==> src/design/shns_div.sv <==
`timescale 1ns / 1ps
`default_nettype none
// ---------------------------------------------------------------------------
// shns_div
// Unsigned 32-bit restoring divider, one quotient bit per cycle.
// ---------------------------------------------------------------------------
module shns_div (
  input  wire logic        clk,
  input  wire logic        rst,
  input  wire logic        start,
  input  wire logic [31:0] dividend,
  input  wire logic [31:0] divisor,
  output logic             done,
  output logic [31:0]      quotient
);

  logic        busy;
  logic [4:0]  cnt;
  logic [31:0] dsr;
  logic [31:0] remainder;
  logic [32:0] trial;

  assign trial = {remainder, quotient[31]} - {1'b0, dsr};

  always_ff @(posedge clk) begin
    if (rst) begin
      busy <= 1'b0;
      done <= 1'b0;
      cnt  <= '0;
    end else begin
      done <= 1'b0;
      if (start) begin
        busy      <= 1'b1;
        cnt       <= '0;
        dsr       <= divisor;
        quotient  <= dividend;
        remainder <= '0;
      end else if (busy) begin
        if (!trial[32]) begin
          remainder <= trial[31:0];
          quotient  <= {quotient[30:0], 1'b1};
        end else begin
          remainder <= {remainder[30:0], quotient[31]};
          quotient  <= {quotient[30:0], 1'b0};
        end
        cnt <= cnt + 5'd1;
        if (cnt == 5'd31) begin
          busy <= 1'b0;
          done <= 1'b1;
        end
      end
    end
  end

endmodule
`default_nettype wire

==> config.mk <==
export PLATFORM = sky130hd
export DESIGN_NAME = shns_div
export DESIGN_NICKNAME = d
export VERILOG_FILES = /design/src/design/shns_div.sv
export SDC_FILE = /design/constraint.sdc
export NUM_CORES = 1
export LEC_CHECK = 0
export ABC_AREA = 1
export BUFFER_PORTS_ARGS = -buffer_cell sky130_fd_sc_hd__buf_4
export CAP_MARGIN = 20
export CORE_AREA = 5 5 158 160
export CTS_CLUSTER_SIZE = 25
export DETAILED_ROUTE_END_ITERATION = 8
export DIE_AREA = 0 0 163 165
export PLACE_DENSITY = 0.46
export SYNTH_ARGS = -nofsm -noshare
export SYNTH_HDL_FRONTEND = slang
export SYNTH_SLANG_ARGS = --single-unit
export TNS_END_PERCENT = 1
==> constraint.sdc <==
create_clock -name clk -period 3.1 [get_ports clk]
set_input_delay 0 -clock clk [delete_from_list [all_inputs] [get_ports clk]]
set_output_delay 0 -clock clk [all_outputs]
set_load 0.01 [all_outputs]
Yosys cells after proc, flatten, opt, wreduce, memory -nomap -nowiden
Index checks and enable logic that the tools add are counted.

operators by class
  add/sub/neg operators = 2
  multipliers = 0
  div/mod/pow operators = 0
  $lt $le $gt $ge = 0
  eq/ne operators = 1
  shift operators = 0
  multiplexer cells = 9
  bitwise operators = 2
  reductions and logical operators = 5

operators with widths
  cell                                         number
  2-to-1 mux 32 bit                            4
  subtractor 33 x 32 -> 33 bit                 1
  adder 5 x 1 -> 5 bit, second input constant  1
  == test 5 bit, second input constant         1
  2-to-1 mux 1 bit                             5
  AND reduction 2 bit                          2
  OR reduction 3 bit                           1
  NOT 1 bit                                    2
  nonzero test 2 bit                           1
  OR reduction 2 bit                           1

storage, ports and cells
  register bits = 103
  latch bits = 0
  memory bits (writable) = 0
  ROM bits = 0
  input bits = 67
  output and inout bits = 33
  word-level logic and storage cells = 25
  memories = 0

Longest topological paths before layout
Gate-level depths: netlist of the first run.

  word-level depth = 4
  depth in mapped cells = 18
  gate-level depth less buffers = 17

Worst setup path after synthesis of the first run
No wires, ideal clock.

  path kind = input port to flip-flop
  start point = input port start
  end point = register dsr[0], enable pin
  library setup time = 0.421 ns
  arrival = 2.054 ns
  data required time = 2.679 ns
  slack = 0.624 ns
  stages on the path = 5
  buffers on the path = 3
  cell sequence = clkbuf_1 inv_1 clkbuf_1 clkbuf_1 nor2_1

on the way
  word-level cells in the longest chain between the ends = 1

RTL lines
  item                           line  text
  from (decl)                    10    input wire logic start,
  AND reduction 2 bit (no line)  n/a
  to (signal assigned)           35    dsr <= divisor;
  to (decl)                      19    logic [31:0] dsr;

Every way passes these cells.
A chain may end at the register's enable or synchronous reset.

Worst setup path after layout of the first run
  start point = register quotient[31]
  end point = register remainder[22], data pin

on the way
  word-level cells in the longest chain between the ends = 3

RTL lines
  item                          line  text
  from (decl)                   14    output logic [31:0] quotient
  from (signal assigned)        36    quotient <= dividend;
  from (signal assigned)        41    quotient <= {quotient[30:0], 1'b1};
  from (signal assigned)        44    quotient <= {quotient[30:0], 1'b0};
  subtractor 33 x 32 -> 33 bit  23    assign trial = {remainder, quotient[31]} - {1'b0, dsr};
  2-to-1 mux 32 bit             39    if (!trial[32]) begin
  2-to-1 mux 32 bit             38    end else if (busy) begin
  to (signal assigned)          40    remainder <= trial[31:0];
  to (signal assigned)          43    remainder <= {remainder[30:0], quotient[31]};
  to (decl)                     20    logic [31:0] remainder;

Every way passes these cells. The select of a mux whose other input is x is not followed.

==> metrics, run 1 <==
status complete, no violations; CTS tree done; Combinational Power Share 31.7%; hold_ws 161 ps; Die Y 165 um; Residual DRC 0; dominant cells by area after synthesis edfxtp_1 42%, nand2_1 22%, inv_1 9.2%; XOR/XNOR Fraction of Synth Area 1.90%; Post-synth EDFFs 96; DRT Wirelength 18.9 mm; Congestion Overflow GR 0; Final Critical Period 2700 ps; Final #Nets 1224; Worst-Skew Late Latency 370 ps; ratio of cells with drive above 1 in the final layout 12.4%; Reg power frac 40.7%; Synth warnings 0; TritonRoute pass-1 iters 4; Crit Path Class flop to flop; clk_skew 15.2 ps; hold path depth 3; Mean Syn Cell Area 7.18 um2; leading area contributor after synthesis edfxtp_1; compound-gate portion of the synthesized area 2.54%; Startpoint Class flop; vias in the first global route 6192; fillers 2488; Yosys top cell area share 41.8%; clock transition at the registers of the reported paths 90 ps; starting density of the core 29.7%; CTS buffer count 9; Crit path required time 3220 ps; Worst path max stage delay 410 ps; Final Max Slew Viols 0; gr usage total 14.8%; iteration-0 DRC count of the detailed router 221; Mapped Area 6900 um2; main combinational cell family by area after synthesis simple AND/OR/NAND/NOR gates; post-synthesis mux area share 0%; IO Port Bufs 99; post-route ant nets 0; Post-synth top cells 411 x nand2_1, 169 x inv_1, 106 x nor2_1, 96 x edfxtp_1, 34 x ha_1; Max Freq 371 MHz; sequential-to-total area share from yosys stat 43.8%; Die Wd 163 um; PD cells 475 nW/um2; H-tree levels 3; Final setup viols 0; Peak VDD IR 0.347 mV; most numerous cell in the Yosys netlist nand2_1; largest net degree at the start of global routing 41; Final Core Density 38.4%; Tcrit/Tclk final 87.0%; Yosys reg bits 103; crit path max fanout 33; R2R depth 17; Cell Chain, Critical Path inv_1 > ha_1 > fa_1 > inv_1 > nand2_1 > nand2_1 > nand3_2 > nand2_2 > nand2_2 > nand2_2 > nand2_2 > nand2_2 > nand2_2 > nand2_4 > nand2_1 > nand2_1 > nor2_1; Switching Fraction 35.1%; Vias 6112; HPWL Detailed 14.2 mm; IO Pins 100; Slowest cell on crit path fa_1; clock root cell clkbuf_16; diode count 0; worst hold path class input port to flop; initial antenna violation count 0; first-pass GRT wire length 31.3 mm; Worst-Margin Slew 620 ps; Synth Area in Adders 6.45%; most used cell, CP nand2_2; internal power 2.75 mW; ys flop type edfxtp_1; Static Leakage 4.59 nW; synthesis-to-layout area growth 29.3%; CORE AREA 23300 um2; Sink Count 103; count of cell types in the netlist 32; setup TNS 0 ps; Critical Path AT 2820 ps; die area 26900 um2; routed len/inst 13.0 um; Psw 1.49 mW; max_slew headroom 58.6%; Final Hold Vio Count 0; Net Count, Synth 1063; site row count 56; Worst setup EP type flop; Clock Path Buffers 2; RSZ-0062 raised after global routing no; clock share of power 27.6%; maxcap violations 0; Simple-Gate Fraction of Synth Area 34.6%; Async SR Flop Fraction 0%; DR vias/cell 4.23; GP Congestion 0.910; Mapped Cells 961
flip-flops by register name, indices dropped and copies added, names as in the netlist:
name / count
dsr: 32
remainder: 32
quotient: 32
busy: 1
done: 1
cnt: 5
metrics by stage:
stage,setup WS (ps),std cells,cell area [um2],power (mW)
floorplan,624,961,6900,2.68
global placement,553,1365,7990,3.05
detailed placement,424,1365,7990,3.05
CTS,401,1446,8930,4.31
global route,175,1446,8930,4.56
finish,402,1446,8930,4.24
layout make-up:
type,instances,area [um2],share of cell area (%)
Tap cell,319,399,4.47
Multi-Input combinational cell,671,3150,35.3
Inverter,170,638,7.15
Clock buffer,10,229,2.56
Sequential cell,103,3020,33.9
Clock inverter,6,62.6,0.701
Timing Repair Buffer,167,1430,16.0
power groups by stage:
stage	Clock (mW)	Sequential (mW)	Combinational (mW)
finish	1.17	1.73	1.34
global route	1.27	1.74	1.56
CTS	1.22	1.73	1.36
detailed placement	0	1.76	1.29
global placement	0	1.76	1.29
floorplan	0	1.75	0.928
worst paths after layout:
| kind | from | end | slack [ps] |
|---|---|---|---|
| max | quotient[31]$_DFFE_PP_ | remainder[22]$_SDFFCE_PP0P_ | 400 |
| min | start | quotient[0]$_DFFE_PP_ | 160 |
| max reg2reg | quotient[31]$_DFFE_PP_ | remainder[22]$_SDFFCE_PP0P_ | 400 |
| min reg2reg | cnt[4]$_SDFFE_PP0P_ | cnt[4]$_SDFFE_PP0P_ | 470 |
critical path: cells and delay by family, from the launching register on:
kind	cells	cell delay, ps
AND/OR/NAND/NOR	13	1240
adder cells (fa/ha/maj)	2	630
flip-flops	1	390
buffers and inverters	2	170
cells in the final DEF (no fill, tap or decap), types with 9 or more instances in the layout:
cell / count
nand2_1: 411
inv_1: 167
nor2_1: 105
buf_4: 101
edfxtp_1: 96
dlygate4sd3_1: 65
ha_1: 34
nand3_1: 28
a21oi_1: 24
xor2_1: 14
nor3_1: 9
nand2_2: 9
clkbuf_16: 9
timing repair:
item	4_1_cts	5_1_grt
hold endpoints to repair	65	0
buffers inserted	0	0
resized for setup	0	0
hold buffers	65	0
routing by layer:
layer / global-route usage (%) / wire length, um / vias to the layer above
li1: - / - / 3271
met4: 4.61 / 367 / 0
met5: 0 / 0 / -
met1: 19.7 / 9250 / 2696
met2: 23.7 / 8230 / 126
met3: 3.57 / 1010 / 19
kinds of logic after synthesis:
kind of cell / Yosys count
buffers and inverters: 187
xor gates and xnor gates: 15
adders and majority gates: 35
DFF: 103
AOI/OAI and AO/OA: 32
and+or+nand+nor: 589
(Power assumes the default switching activity.)
==> inputs of run 2 (changes only) <==
Settings changed: CORE_AREA 5 5 158 160 to 5 5 130 194, DIE_AREA 0 0 163 165 to 0 0 135 199.
==> run 2 against run 1 <==
Effect of this change: cell count barely moved; largest power group unchanged; maximum frequency up 3.1%; non-clock buffer count is 1 higher; global-route usage fell by 0.22 points; power up 2.1%; wire length decreased by 0.80%; first-iteration DRC count up 14%; sequential power barely moved; die area down 0.11%; worst setup slack improved by 82 ps; register-to-register slack better by 80 ps; cell area is 0.48% higher.
==> metrics, run 2 (synthesis gave the netlist of run 1 again) <==
post-route ant nets 0; RSZ-0062 raised after global routing no; IO Port Bufs 99; Crit path required time 3230 ps; maxcap violations 0; TritonRoute pass-1 iters 4; CORE AREA 23400 um2; GP Congestion 0.902; Vias 6101; biggest regs dsr x32, quotient x32, remainder x32; clock root cell clkbuf_16; clock share of power 29.0%; IO Pins 100; iteration-0 DRC count of the detailed router 251; vias in the first global route 6345; DRT Wirelength 18.7 mm; Worst-Margin Slew 524 ps; CTS tree done; H-tree levels 3; Tcrit/Tclk final 84.4%; status complete, no violations; post-layout instance area 8970 um2; Max Freq 382 MHz; Critical Path AT 2740 ps; first-pass GRT wire length 30.8 mm; max_slew headroom 65.0%; clk_skew 15.3 ps; Combinational Power Share 31.1%; gr usage total 14.5%; Reg power frac 39.8%; Congestion Overflow GR 0; multi-input logic area 3150 um2; Worst setup EP type flop; CTS buffer count 9; commonest non-fill, non-tap cell in the layout nand2_1; Cell Chain, Critical Path inv_1 > ha_1 > fa_1 > inv_1 > nand2_1 > nand2_1 > nand3_2 > nand2_2 > nand2_2 > nand2_2 > nand2_2 > nand2_2 > nand2_2 > nand2_4 > nand2_1 > nand2_1 > nor2_1; Final Hold Vio Count 0; PD cells 482 nW/um2; Switching Fraction 33.9%; Die Y 199 um; Sink Count 103; Die Wd 135 um; Design Power 4.33 mW; Final #Nets 1225; Final setup viols 0; worst hold path class input port to flop; largest net degree at the start of global routing 44; Seq. cell area 3020 um2; initial antenna violation count 0; Final Max Slew Viols 0; internal power 2.86 mW; Worst-Skew Late Latency 370 ps; Residual DRC 0; diode count 0; synthesis-to-layout area growth 29.9%; Peak VDD IR 0.296 mV; Worst path max stage delay 400 ps; die area 26900 um2; Final Critical Period 2620 ps; Slowest cell on crit path fa_1; placed cell area 7990 um2; Startpoint Class flop; Placed Cells 1366; Psw 1.47 mW; hold_ws 161 ps; commonest cells after routing, fill and taps aside 411 x nand2_1, 167 x inv_1, 105 x nor2_1, 102 x buf_4, 96 x edfxtp_1; Crit Path Class flop to flop; clock transition at the registers of the reported paths 80 ps; fillers 2476; starting density of the core 29.5%; DR vias/cell 4.22; Final WS setup 484 ps; Static Leakage 4.62 nW; most used cell, CP nand2_2; Clock Path Buffers 2; ratio of cells with drive above 1 in the final layout 12.6%; crit path max fanout 33; Final Core Density 38.3%; Layout Cells excl Fill 1447; setup TNS 0 ps; routed len/inst 12.9 um; dpl ws 455 ps; site row count 69; HPWL Detailed 14.3 mm
run 2: cell types whose count changed in the layout (fill, tap and decap cells not counted), sizes merged:
cell    change
clkbuf      +2
clkinv      -1
buf         +1
inv         -1
run 2: what timing repair did:
item / 4_1_cts / 5_1_grt
buffers inserted: 0 / 0
gates resized for setup: 0 / 0
hold buffers: 65 / 0
hold endpoints to repair: 65 / 0
run 2: layout make-up:
class	count	area share, %
repair buffers	168	16.0
clock inverters	4	0.418
flip-flops and latches	103	33.7
well taps	319	4.45
inverters	170	7.11
clock buffers	12	3.22
multi-input cells	671	35.1
run 2: final timing paths:
| path | startpoint | end | slack [ps] | cells past startpoint |
|---|---|---|---|---|
| worst max register to register | quotient[31]$_DFFE_PP_ | remainder[23]$_SDFFCE_PP0P_ | 480 | 17 |
| worst max-delay path | quotient[31]$_DFFE_PP_ | remainder[23]$_SDFFCE_PP0P_ | 480 | 17 |
| worst min-delay path | start | quotient[18]$_DFFE_PP_ | 160 | 3 |
| worst min register to register | cnt[4]$_SDFFE_PP0P_ | cnt[4]$_SDFFE_PP0P_ | 470 | 2 |
run 2: worst max-delay path: cells and delay by family, from the launching register on:
| family | cells | cell delay (ps) |
|---|---|---|
| adder cells (fa/ha/maj) | 2 | 610 |
| buffers and inverters | 2 | 170 |
| flip-flops | 1 | 380 |
| AND/OR/NAND/NOR | 13 | 1190 |
run 2: routing by layer:
metal	routed length, um	share of wire (%)	global-route usage [%]
met5	0	0	0
met4	427	2.3	5.30
met1	7690	41	15.6
met2	9950	53	28.2
met3	639	3.4	2.48
run 2: power by group through the flow:
stage / clock network, mW / registers [mW] / logic (mW)
after floorplan: 0 / 1.75 / 0.928
after global placement: 0 / 1.76 / 1.30
after detailed placement: 0 / 1.75 / 1.30
after CTS: 1.30 / 1.73 / 1.37
after global routing: 1.34 / 1.74 / 1.55
final: 1.26 / 1.72 / 1.35
==> inputs of run 3 (changes only) <==
Clock period 3.1 ns to 2.5 ns, I/O delays scaled along.
==> run 3 against run 2 <==
Effect of this change: die area is the same; utilization up 1.8 points; sequential cell count is the same; count of clock-buffer cells in the layout unchanged; cell area is 4.8% higher; worst setup slack worse by 380 ps; non-clock buffer count grew 20; critical path type unchanged; global-route usage about the same.
==> metrics, run 3 (synthesis gave the netlist of run 1 again) <==
max_slew headroom 67.4%; H-tree levels 3; commonest non-fill, non-tap cell in the layout nand2_1; PD cells 601 nW/um2; Congestion Overflow GR 0; Final Max Slew Viols 0; die area 26900 um2; synthesis-to-layout area growth 36.2%; IO Pins 100; DR vias/cell 4.26; Final #Nets 1251; maxcap violations 0; Final WS setup 106 ps; Die Wd 135 um; largest net degree at the start of global routing 67; DRT Wirelength 20.1 mm; Final Critical Period 2390 ps; Static Leakage 4.79 nW; Worst-Skew Late Latency 370 ps; setup TNS 0 ps; starting density of the core 29.5%; Slowest cell on crit path edfxtp_1; initial antenna violation count 0; iteration-0 DRC count of the detailed router 273; gr usage total 14.5%; Final setup viols 0; status complete, no violations; clock transition at the registers of the reported paths 80 ps; crit path max fanout 8; commonest cells after routing, fill and taps aside 409 x nand2_1, 167 x inv_1, 119 x buf_4, 105 x nor2_1, 96 x edfxtp_1; post-route ant nets 0; Startpoint Class flop; CTS tree done; CORE AREA 23400 um2; TritonRoute pass-1 iters 4; Crit Path Class flop to flop; diode count 0; placed cell area 8100 um2; Sink Count 103; ratio of cells with drive above 1 in the final layout 15.4%; Cell Chain, Critical Path ha_1 > nand2_1 > inv_1 > nand2_1 > nand2_1 > inv_1 > nand2_1 > a21oi_4 > buf_12 > nand3_4 > buf_4 > nand2_8 > nand2_1 > nand2_1 > nor2_1; clk_skew 11.4 ps; routed len/inst 13.6 um; Residual DRC 0; dpl ws -14.4 ps; site row count 69; biggest regs dsr x32, quotient x32, remainder x32; post-layout instance area 9400 um2; clock root cell clkbuf_16; Vias 6276; Max Freq 418 MHz; Tcrit/Tclk final 95.7%; IO Port Bufs 99; first-pass GRT wire length 30.6 mm; Worst-Margin Slew 490 ps; Peak VDD IR 0.326 mV; Final Core Density 40.2%; HPWL Detailed 14.3 mm; vias in the first global route 6207; most used cell, CP nand2_1; Die Y 199 um; worst hold path class input port to flop; Worst setup EP type flop; Worst path max stage delay 400 ps; Clock Path Buffers 2; GP Congestion 0.899; Final Hold Vio Count 0; Crit path required time 2620 ps; Critical Path AT 2520 ps; CTS buffer count 9
run 3: cell types whose count changed in the layout (fill, tap and decap cells not counted), moves of 2 or more:
cell	change
nand2_8	+8
ha_4	+3
nand2_1	-2
nand3_4	+2
buf_4	+17
buf_12	+4
ha_1	-4
nand3_1	-2
run 3: metal layers:
metal	track usage, %	vias up	share of wire, %
li1	-	3327	-
met1	15.7	2821	40
met2	27.6	99	53
met3	2.07	29	3.4
met4	6.57	0	3.6
met5	0	-	0
run 3: final timing paths:
path	from	end	slack [ps]	cells after the start
worst max-delay path	remainder[21]$_SDFFCE_PP0P_	remainder[25]$_SDFFCE_PP0P_	110	15
worst min register to register	cnt[4]$_SDFFE_PP0P_	cnt[4]$_SDFFE_PP0P_	470	2
worst max register to register	remainder[21]$_SDFFCE_PP0P_	remainder[25]$_SDFFCE_PP0P_	110	15
worst min-delay path	rst	busy$_SDFF_PP0_	3	4
run 3: what timing repair did:
action / 4_1_cts / 5_1_grt
setup endpoints to repair: 16 / 32
resized for setup: 1 / 22
endpoints found under the hold margin: 64 / 0
gates cloned: 0 / 6
pin swaps: 0 / 7
setup buffers: 0 / 9
hold buffers: 64 / 0
run 3: where the power goes:
part,internal (mW),switching (mW)
logic,0.784,1.18
clock network,0.841,0.712
registers,2.07,0.0723
run 3: through the flow:
step	hold WS [ps]	instances	power (mW)
final	3.30	1473	5.65
after detailed placement	179	1378	3.83
after floorplan	98.9	961	3.32
after CTS	6.38	1458	5.50
after global placement	178	1378	3.83
after global routing	26.1	1473	6.04
run 3: worst max-delay path: cells and delay by family, from the launching register on:
kind,cells,cell delay [ps]
AOI/OAI and AO/OA,1,200
adders and majority gates,1,350
buffers and inverters,4,450
DFF,1,400
and+or+nand+nor,9,740
run 3: final cells by class:
| cell class | instances | area (um2) |
|---|---|---|
| repair buffers | 188 | 1630 |
| multi-input cells | 677 | 3380 |
| clock buffers | 12 | 289 |
| flip-flops and latches | 103 | 3020 |
| fillers | 2461 | 14000 |
| clock inverters | 4 | 37.5 |
| inverters | 170 | 638 |
| well taps | 319 | 399 |
